### src/sv/assert_macros.svh
// Assertion helpers for the deframer RTL.
// Clocked assertions; IFD_ASSERT uses asynchronous active-low reset as disable.
`ifndef ASSERT_MACROS_SVH
`define ASSERT_MACROS_SVH

// Checked only while out of reset.
`define IFD_ASSERT(lbl, clk, rstn, prop, msg) \
	lbl: assert property (@(posedge clk) disable iff (!rstn) prop) else $error(msg);

// Checked at every edge, reset included.
`define IFD_ASSERT_ALWAYS(lbl, clk, prop, msg) \
	lbl: assert property (@(posedge clk) prop) else $error(msg);

`endif

### src/sv/ifd_pkg.sv
`timescale 1ns / 1ps
// ----------------------------------------------------------------------------
// ifd_pkg
// Shared types and constants of the interleaved frame deframer.
// ----------------------------------------------------------------------------
package ifd_pkg;

	// Framing constants
	localparam logic [7:0] MARKER_BYTE = 8'h24;

	// Configuration port
	localparam int CFG_W     = 16;
	localparam int REG_IDX_W = 2;
	localparam logic [REG_IDX_W-1:0] REG_MAX_CHANNEL   = 2'd0;
	localparam logic [REG_IDX_W-1:0] REG_MAX_LENGTH    = 2'd1;
	localparam logic [REG_IDX_W-1:0] REG_ATTEMPT_LIMIT = 2'd2;

	// Register reset values
	localparam logic [7:0]  MAX_CHANNEL_RST   = 8'd2;
	localparam logic [15:0] MAX_LENGTH_RST    = 16'd1600;
	localparam logic [15:0] ATTEMPT_LIMIT_RST = 16'd10000;

	// Result kinds
	typedef enum logic [1:0] {
		KIND_PAYLOAD  = 2'd0,
		KIND_BAD_MARK = 2'd1,
		KIND_BAD_CHAN = 2'd2,
		KIND_BAD_LEN  = 2'd3
	} kind_t;

	// Parser phases, one-hot
	typedef enum logic [4:0] {
		PH_HUNT = 5'b00001,
		PH_CHAN = 5'b00010,
		PH_LENH = 5'b00100,
		PH_LENL = 5'b01000,
		PH_DATA = 5'b10000
	} phase_t;

	// One classified result as queued between front and back
	typedef struct packed {
		kind_t       kind;
		logic [7:0]  data;
		logic [7:0]  chan;
		logic [15:0] frame_len;
		logic        last;
		logic        sync_lost;
	} res_t;

	// Queue status seen by the back end
	typedef struct packed {
		logic empty;
		logic full;
	} q_status_t;

endpackage

### src/sv/ifd_front.sv
`timescale 1ns / 1ps
`include "assert_macros.svh"
// ----------------------------------------------------------------------------
// ifd_front
// Byte parser: holds the configuration registers, walks the header phases,
// tracks sync attempts and emits one classified result per result byte.
// ----------------------------------------------------------------------------
module ifd_front (
	input  logic                          clk,
	input  logic                          arst_n,
	input  logic                          cfg_wr_en,
	input  logic [ifd_pkg::REG_IDX_W-1:0] cfg_index,
	input  logic [ifd_pkg::CFG_W-1:0]     cfg_data,
	input  logic                          in_valid,
	input  logic [7:0]                    rx_byte,
	input  logic                          q_full,
	output logic                          in_stall,
	output logic                          push,
	output ifd_pkg::res_t                 push_res
);

	logic [7:0]      max_channel_q;
	logic [15:0]     max_length_q;
	logic [15:0]     attempt_limit_q;
	ifd_pkg::phase_t phase_q, phase_d;
	logic [7:0]      cur_channel_q, cur_channel_d;
	logic [7:0]      len_high_q, len_high_d;
	logic [15:0]     cur_length_q, cur_length_d;
	logic [15:0]     bytes_left_q, bytes_left_d;
	logic [15:0]     attempts_q, attempts_d;

	logic            accept;
	logic [15:0]     att_dec;
	logic [15:0]     len_w;
	logic [15:0]     left_dec;
	logic            res_valid;
	logic            frame_end;
	logic            hunt_now;

	assign in_stall = q_full;
	assign accept   = in_valid && !in_stall;
	assign att_dec  = (attempts_q != 16'd0) ? attempts_q - 16'd1 : 16'd0;
	assign len_w    = {len_high_q, rx_byte};
	assign left_dec = bytes_left_q - 16'd1;
	assign push     = accept && res_valid;

	// Configuration registers
	always_ff @(posedge clk or negedge arst_n) begin
		if (!arst_n) begin
			max_channel_q   <= ifd_pkg::MAX_CHANNEL_RST;
			max_length_q    <= ifd_pkg::MAX_LENGTH_RST;
			attempt_limit_q <= ifd_pkg::ATTEMPT_LIMIT_RST;
		end else if (cfg_wr_en) begin
			unique case (cfg_index)
				ifd_pkg::REG_MAX_CHANNEL:   max_channel_q   <= cfg_data[7:0];
				ifd_pkg::REG_MAX_LENGTH:    max_length_q    <= cfg_data;
				ifd_pkg::REG_ATTEMPT_LIMIT: attempt_limit_q <= cfg_data;
				default: ;
			endcase
		end
	end

	// Phase decode and result build
	always_comb begin
		phase_d       = phase_q;
		cur_channel_d = cur_channel_q;
		len_high_d    = len_high_q;
		cur_length_d  = cur_length_q;
		bytes_left_d  = bytes_left_q;
		attempts_d    = attempts_q;
		res_valid     = 1'b0;
		push_res      = '{kind: ifd_pkg::KIND_PAYLOAD, data: rx_byte, chan: cur_channel_q,
			frame_len: cur_length_q, last: 1'b0, sync_lost: 1'b0};
		unique case (phase_q)
			ifd_pkg::PH_CHAN: begin
				if (rx_byte > max_channel_q) begin
					res_valid          = 1'b1;
					push_res.kind      = ifd_pkg::KIND_BAD_CHAN;
					push_res.chan      = rx_byte;
					push_res.frame_len = 16'd0;
					push_res.sync_lost = (attempts_q == 16'd0);
					if (attempts_q == 16'd0) attempts_d = attempt_limit_q;
					phase_d = ifd_pkg::PH_HUNT;
				end else begin
					cur_channel_d = rx_byte;
					phase_d       = ifd_pkg::PH_LENH;
				end
			end
			ifd_pkg::PH_LENH: begin
				len_high_d = rx_byte;
				phase_d    = ifd_pkg::PH_LENL;
			end
			ifd_pkg::PH_LENL: begin
				if (len_w == 16'd0 || len_w > max_length_q) begin
					res_valid          = 1'b1;
					push_res.kind      = ifd_pkg::KIND_BAD_LEN;
					push_res.frame_len = len_w;
					push_res.sync_lost = (attempts_q == 16'd0);
					if (attempts_q == 16'd0) attempts_d = attempt_limit_q;
					phase_d = ifd_pkg::PH_HUNT;
				end else begin
					cur_length_d = len_w;
					bytes_left_d = len_w;
					phase_d      = ifd_pkg::PH_DATA;
				end
			end
			ifd_pkg::PH_DATA: begin
				res_valid     = 1'b1;
				bytes_left_d  = left_dec;
				push_res.last = (left_dec == 16'd0);
				if (left_dec == 16'd0) begin
					attempts_d = attempt_limit_q;
					phase_d    = ifd_pkg::PH_HUNT;
				end
			end
			default: begin
				// hunting; stray phase codes land here too
				if (rx_byte != ifd_pkg::MARKER_BYTE) begin
					res_valid          = 1'b1;
					push_res.kind      = ifd_pkg::KIND_BAD_MARK;
					push_res.chan      = 8'd0;
					push_res.frame_len = 16'd0;
					push_res.sync_lost = (att_dec == 16'd0);
					attempts_d = (att_dec == 16'd0) ? attempt_limit_q : att_dec;
					phase_d    = ifd_pkg::PH_HUNT;
				end else begin
					attempts_d = att_dec;
					phase_d    = ifd_pkg::PH_CHAN;
				end
			end
		endcase
	end

	// Parser state
	always_ff @(posedge clk or negedge arst_n) begin
		if (!arst_n) begin
			phase_q       <= ifd_pkg::PH_HUNT;
			cur_channel_q <= 8'd0;
			len_high_q    <= 8'd0;
			cur_length_q  <= 16'd0;
			bytes_left_q  <= 16'd0;
			attempts_q    <= ifd_pkg::ATTEMPT_LIMIT_RST;
		end else if (accept) begin
			phase_q       <= phase_d;
			cur_channel_q <= cur_channel_d;
			len_high_q    <= len_high_d;
			cur_length_q  <= cur_length_d;
			bytes_left_q  <= bytes_left_d;
			attempts_q    <= attempts_d;
		end
	end

	// Final payload byte always returns the parser to hunting
	assign frame_end = accept && phase_q == ifd_pkg::PH_DATA && bytes_left_q == 16'd1;
	assign hunt_now  = (phase_q == ifd_pkg::PH_HUNT);

	`IFD_ASSERT(a_last_to_hunt, clk, arst_n, frame_end |=> hunt_now, "no hunt after frame end")
	`IFD_ASSERT(a_phase_onehot, clk, arst_n, $onehot(phase_q), "phase code not one-hot")
	`IFD_ASSERT(a_no_push_full, clk, arst_n, push |-> !q_full, "push into full queue")

endmodule

### src/sv/ifd_queue.sv
`timescale 1ns / 1ps
`include "assert_macros.svh"
// ----------------------------------------------------------------------------
// ifd_queue
// Short register queue of classified results between parser and output.
// ----------------------------------------------------------------------------
module ifd_queue #(
	parameter int DEPTH = 4    // two or more entries
) (
	input  logic                 clk,
	input  logic                 arst_n,
	input  logic                 push,
	input  ifd_pkg::res_t        push_res,
	input  logic                 pop,
	output ifd_pkg::res_t        head,
	output ifd_pkg::q_status_t   status
);

	localparam int PTR_W = $clog2(DEPTH);
	localparam int CNT_W = $clog2(DEPTH + 1);

	ifd_pkg::res_t     mem_q [DEPTH];
	logic [PTR_W-1:0]  wr_ptr_q;
	logic [PTR_W-1:0]  rd_ptr_q;
	logic [CNT_W-1:0]  count_q;

	assign head         = mem_q[rd_ptr_q];
	assign status.empty = (count_q == CNT_W'(0));
	assign status.full  = (count_q == CNT_W'(DEPTH));

	// Storage
	always_ff @(posedge clk) begin
		if (push) mem_q[wr_ptr_q] <= push_res;
	end

	// Pointers and fill count
	always_ff @(posedge clk or negedge arst_n) begin
		if (!arst_n) begin
			wr_ptr_q <= '0;
			rd_ptr_q <= '0;
			count_q  <= '0;
		end else begin
			if (push) begin
				wr_ptr_q <= (wr_ptr_q == PTR_W'(DEPTH - 1)) ? '0 : wr_ptr_q + PTR_W'(1);
			end
			if (pop) begin
				rd_ptr_q <= (rd_ptr_q == PTR_W'(DEPTH - 1)) ? '0 : rd_ptr_q + PTR_W'(1);
			end
			if (push && !pop) count_q <= count_q + CNT_W'(1);
			else if (pop && !push) count_q <= count_q - CNT_W'(1);
		end
	end

	`IFD_ASSERT_ALWAYS(a_count_bound, clk, (count_q <= CNT_W'(DEPTH)), "queue count beyond depth")
	`IFD_ASSERT(a_pop_nonempty, clk, arst_n, pop |-> (count_q != CNT_W'(0)), "pop from empty queue")
	`IFD_ASSERT(a_push_count, clk, arst_n, (push && !pop) |=> (count_q == $past(count_q) + CNT_W'(1)), "push lost")

endmodule

### src/sv/ifd_back.sv
`timescale 1ns / 1ps
// ----------------------------------------------------------------------------
// ifd_back
// Output stage: pulls results from the queue, shapes the fields per kind
// and holds them in the output register until transferred.
// ----------------------------------------------------------------------------
module ifd_back (
	input  logic               clk,
	input  logic               arst_n,
	input  ifd_pkg::res_t      head,
	input  ifd_pkg::q_status_t status,
	output logic               pop,
	input  logic               out_stall,
	output logic               out_valid,
	output logic [1:0]         kind,
	output logic [7:0]         data,
	output logic [7:0]         chan,
	output logic [15:0]        frame_len,
	output logic               last,
	output logic               sync_lost
);

	logic          out_valid_q;
	ifd_pkg::res_t res_q;
	ifd_pkg::res_t shaped;

	assign pop = !status.empty && (!out_valid_q || !out_stall);

	// Field shaping per result kind
	always_comb begin
		shaped = head;
		case (head.kind)
			ifd_pkg::KIND_BAD_MARK: begin
				shaped.chan      = 8'd0;
				shaped.frame_len = 16'd0;
				shaped.last      = 1'b0;
			end
			ifd_pkg::KIND_BAD_CHAN: begin
				shaped.chan      = head.data;
				shaped.frame_len = 16'd0;
				shaped.last      = 1'b0;
			end
			ifd_pkg::KIND_BAD_LEN: shaped.last = 1'b0;
			default:               shaped.sync_lost = 1'b0;
		endcase
	end

	// Output valid
	always_ff @(posedge clk or negedge arst_n) begin
		if (!arst_n) begin
			out_valid_q <= 1'b0;
		end else if (pop) begin
			out_valid_q <= 1'b1;
		end else if (!out_stall) begin
			out_valid_q <= 1'b0;
		end
	end

	// Output payload
	always_ff @(posedge clk) begin
		if (pop) res_q <= shaped;
	end

	assign out_valid = out_valid_q;
	assign kind      = res_q.kind;
	assign data      = res_q.data;
	assign chan      = res_q.chan;
	assign frame_len = res_q.frame_len;
	assign last      = res_q.last;
	assign sync_lost = res_q.sync_lost;

endmodule

### src/sv/interleaved_frame_deframer_top.sv
`timescale 1ns / 1ps
// ----------------------------------------------------------------------------
// interleaved_frame_deframer_top
// Deframes interleaved packets from a byte stream: accepts one byte every
// cycle while in_stall is low, hunts for the marker, checks channel and
// length, and emits payload bytes tagged with channel, length and a last
// mark, or an error result with the offending byte and a sync-loss flag.
// Well-formed header bytes give no result. Rate: one byte per cycle sustained
// while the output is not stalled; results pass through the queue into the
// output register. in_stall rises only when the QUEUE_DEPTH-entry result
// queue is full. Configuration writes take effect on the next byte.
// ----------------------------------------------------------------------------
module interleaved_frame_deframer_top #(
	parameter int QUEUE_DEPTH = 4
) (
	input  logic                          clk,
	input  logic                          arst_n,
	input  logic                          cfg_wr_en,
	input  logic [ifd_pkg::REG_IDX_W-1:0] cfg_index,
	input  logic [ifd_pkg::CFG_W-1:0]     cfg_data,
	input  logic                          in_valid,
	output logic                          in_stall,
	input  logic [7:0]                    rx_byte,
	output logic                          out_valid,
	input  logic                          out_stall,
	output logic [1:0]                    kind,
	output logic [7:0]                    data,
	output logic [7:0]                    chan,
	output logic [15:0]                   frame_len,
	output logic                          last,
	output logic                          sync_lost
);

	logic               push;
	logic               pop;
	ifd_pkg::res_t      push_res;
	ifd_pkg::res_t      head;
	ifd_pkg::q_status_t status;

	// Parser
	ifd_front u_front (
		.clk       (clk),
		.arst_n    (arst_n),
		.cfg_wr_en (cfg_wr_en),
		.cfg_index (cfg_index),
		.cfg_data  (cfg_data),
		.in_valid  (in_valid),
		.rx_byte   (rx_byte),
		.q_full    (status.full),
		.in_stall  (in_stall),
		.push      (push),
		.push_res  (push_res)
	);

	// Result queue
	ifd_queue #(
		.DEPTH (QUEUE_DEPTH)
	) u_queue (
		.clk      (clk),
		.arst_n   (arst_n),
		.push     (push),
		.push_res (push_res),
		.pop      (pop),
		.head     (head),
		.status   (status)
	);

	// Output stage
	ifd_back u_back (
		.clk       (clk),
		.arst_n    (arst_n),
		.head      (head),
		.status    (status),
		.pop       (pop),
		.out_stall (out_stall),
		.out_valid (out_valid),
		.kind      (kind),
		.data      (data),
		.chan      (chan),
		.frame_len (frame_len),
		.last      (last),
		.sync_lost (sync_lost)
	);

endmodule

### config.mk
export PLATFORM = sky130hd
export DESIGN_NAME = interleaved_frame_deframer_top
export DESIGN_NICKNAME = d
export VERILOG_FILES = /design/src/sv/ifd_pkg.sv /design/src/sv/ifd_front.sv /design/src/sv/ifd_queue.sv /design/src/sv/ifd_back.sv /design/src/sv/interleaved_frame_deframer_top.sv
export VERILOG_INCLUDE_DIRS = /design/src /design/src/sv
export SDC_FILE = /design/constraint.sdc
export NUM_CORES = 1
export LEC_CHECK = 0
export BUFFER_PORTS_ARGS = -buffer_cell sky130_fd_sc_hd__buf_4
export CAP_MARGIN = 30
export CORE_MARGIN = 8
export CORE_UTILIZATION = 61
export DETAILED_ROUTE_END_ITERATION = 12
export PLACE_DENSITY_LB_ADDON = 0.12
export SYNTH_ARGS = -nofsm -noshare
export SYNTH_HDL_FRONTEND = slang
export SYNTH_HIERARCHICAL = 1
export SYNTH_SLANG_ARGS = --single-unit
### constraint.sdc
create_clock -name clk -period 5.4 [get_ports clk]
set_input_delay 0.54 -clock clk [delete_from_list [all_inputs] [get_ports clk]]
set_output_delay 0.54 -clock clk [all_outputs]
set_load 0.01 [all_outputs]
==> summary.txt <==
Run status
  – Status: completed

Worst setup path
  – Most used cell, CP: nor2_1
  – CP endpoint kind: register
  – CP max-delay cell: a31oi_1
  – CP top delay family: compound AO/OA/AOI/OAI gates
  – Crit path DAT: 4.27 ns
  – CP Buf/Inv Count: 1
  – Req. time, crit path: 5.86 ns
  – Worst-path cell chain: ha_1, nand4_1, a2111oi_0, a211oi_1, o21ba_2, nor2_1, nor2_1, a31oi_1, ha_1, inv_1, fa_1, xor2_1, nor2_1, xor2_1
  – Critical setup path kind: register to register
  – Crit-path max cell delay: 0.53 ns
  – Critical path peak fanout: 9
  – CP startpoint kind: register

Die
  – Std-Cell Rows: 54
  – Chip width: 164.6 um
  – Top-level I/O count: 69
  – Chip Height: 164.6 um
  – Area of the core: 21,760 um^2
  – Die ar.: 27,100 um^2
  – Initial Util: 61.93%

STA
  – RSZ-0062 raised after global routing: no
  – Relative slew slack: 28.26%
  – Final Hold Fails: 0
  – Tmin final: 3.812 ns
  – Final period utilization: 70.59%
  – Setup violators final: 0
  – Worst slew pin tran: 1.069 ns
  – Slew Limit Fails: 0
  – Fmax achieved: 0.2623 GHz
  – Clock Skew: 0.01038 ns
  – Setup TNS: 0 ns

Synth
  – Multiplexer share of the synthesized area: 12.22%
  – Synth area leader: edfxtp_1
  – Yosys reg bits: 297
  – Top-count cell post-synth: edfxtp_1
  – Seq/Total Area, Yosys: 61.98%
  – Compound-Gate Fraction of Synth Area: 8.729%
  – Synth top area share: 40.12%
  – Post-synth EDFFs: 180
  – Netlist cell types: 67
  – Syn Inst Count: 986
  – Post-Synthesis Cell Area: 13,470 um^2
  – Synth Area in XOR/XNOR: 0.7800%
  – Simple-gate area share of the yosys netlist: 8.729%
  – Syn avg cell area: 13.67 um^2
  – Synth warnings: 6
  – Fraction of registers with async set or reset after synthesis: 39.39%
  – Main flop type after synthesis: edfxtp_1
  – Largest family of logic cells by synthesized area: multiplexers
  – Commonest cells post-synth: edfxtp_1, dfrtp_1, inv_1
  – Syn nets: 1,053
  – Adder-cell share of the synthesized area: 3.399%
  – Ranking of synthesized cells by area: edfxtp_1, dfrtp_1, mux4_2

Clock network
  – Root Buffer: clkbuf_16
  – CTS Sinks: 297
  – Total clock buffers created by CTS: 29
  – CTS tree: done
  – Max Buffers Root-to-Sink: 3
  – H-tree depth: 1
  – # hold bufs at CTS: 0
  – Clk_lat worst skew: 0.53 ns
  – CTS resizes: 0
  – Postcts setup bufs: 0
  – Clock transition at path regs: 0.06 ns

Routing
  – Final wirelength: 28,600 um
  – Vias post-DR: 8,216
  – Wire per inst: 21.21 um
  – # DRC: 0
  – Vias/cell: 6.095
  – ANT nets after route: 0
  – Pre-antenna DRT Iters: 5
  – Drt initial violations: 702

Place
  – Final RePlAce weighted congestion: 0.9655
  – DP HPWL: 19,120 um
  – I/O Buffers: 68

Pwr
  – Net Sw Power: 0.002115 W
  – Sw frac: 29.20%
  – Power Density: 477.7 nW/um^2
  – Seq pwr share: 45.3%
  – Leak: 5.927 nW
  – Combinational power share: 25.9%
  – Int Power: 0.005128 W
  – Clock Power Share: 28.9%
  – Peak VDD IR: 0.3073 mV

Global routing
  – Initial antenna violation count: 0
  – GRT Total Usage: 21.49%
  – Largest net degree at the start of global routing: 71
  – Global route total overflow: 0
  – First-pass GRT wire length: 45,510 um
  – Vias in the first global route: 8,371

Final layout
  – Post-layout util: 69.69%
  – Antenna Cells: 0
  – Filler cells: 1,560
  – Layout Nets: 1,113
  – Seq. cell area: 8353 um^2
  – Layout area overhead: 12.52%
  – Share of post-route cells with drive strength above 1: 25.37%
  – Area occupied by multi-input gates: 4573 um^2

Job
  – Max capacitance violation total: 0

Worst hold path
  – Worst Hold Class: input port to async pin
-- registers in the layout (all words and copies together) (netlist names) --
signal                   flops
u_queue/rd_ptr_q             2
u_back/frame_len            16
u_queue/wr_ptr_q             2
u_front/phase_q              5
u_back/kind                  2
u_front/len_high_q           8
u_front/attempt_limit_q     16
u_front/attempts_q          16
u_front/max_channel_q        8
u_front/bytes_left_q        16
u_back/chan                  8
u_back/sync_lost             1
u_queue/mem_q              144
u_back/data                  8
u_queue/count_q              3
u_back/out_valid             1
u_back/last                  1
u_front/max_length_q        16
u_front/cur_channel_q        8
u_front/cur_length_q        16
-- path summary, 6_finish.rpt --
check	startpoint	cells past startpoint	slack (ns)	endpoint
max	u_front/len_high_q[7]	14	1.59	u_queue/count_q[2]
min in group clk	out_stall	3	0.25	u_back/out_valid
min reg2reg	u_queue/count_q[2]	1	0.49	u_queue/count_q[2]
max reg2reg	u_front/len_high_q[7]	14	1.59	u_queue/count_q[2]
max in group asynchronous	arst_n	2	4.09	u_front/bytes_left_q[11]
min	arst_n	1	0.14	u_front/attempts_q[3]
-- through the flow --
stage	area (um^2)	instances	worst slack, ns	total power [W]	hold slack, ns
after floorplan	13470	986	1.521	0.004605	0.2444
after global placement	14140	1293	1.541	0.005143	0.4688
after detailed placement	14160	1295	1.443	0.005223	0.4765
after CTS	15160	1348	1.594	0.007319	0.1650
after global routing	15160	1348	1.239	0.007612	0.2208
final	15160	1348	1.588	0.007243	0.1370
-- metal layers --
layer / up-vias / track usage, % / part of all wire [%]
li1: 3811 / - / -
met1: 4089 / 28.73 / 42
met2: 264 / 36.81 / 50
met3: 52 / 2.966 / 5.9
met4: 0 / 5.160 / 1.8
met5: - / 0 / 0
-- cells by family (layout without fill, tap and decap cells) --
logic type      after synthesis  count (layout)
flops                       297             297
buf+inv                     121             203
compound gates              185             185
simple gates                224             224
mux                         111             111
xor+xnor                     12              12
fa+ha+maj                    36              36
-- cells in the final DEF, fill, tap and decap left out, drive strengths merged, types with 5 or more instances in the layout --
master	instances
edfxtp	180
dfrtp	102
buf	83
inv	68
mux2	68
o21ai	67
nor2	51
a21oi	42
nand2	36
mux4	36
ha	35
clkbuf	33
nand3	25
nor3	25
nor2b	19
a22o	16
nor4	15
dfstp	15
nand4	11
o22ai	11
clkinv	10
a22oi	9
xnor2	8
mux2i	7
and2	6
or3	6
a211oi	6
bufinv	5
nand2b	5
o21a	5
nor3b	5
o211ai	5
-- power by group through the flow --
stage,logic (W),clock network [W],registers [W]
floorplan,0.00128,0,0.00333
global placement,0.00185,0,0.00329
detailed placement,0.00190,0,0.00332
CTS,0.00191,0.00213,0.00328
global route,0.00206,0.00222,0.00333
finish,0.00187,0.00209,0.00328
-- cell type report --
cell class	instances	share of cell area [%]
inverters	67	1.659
clock inverters	20	1.675
flip-flops and latches	297	55.10
multi-input cells	568	30.16
well taps	280	2.311
clock buffers	33	4.952
repair buffers	83	4.143
(Power assumes the default switching activity.)
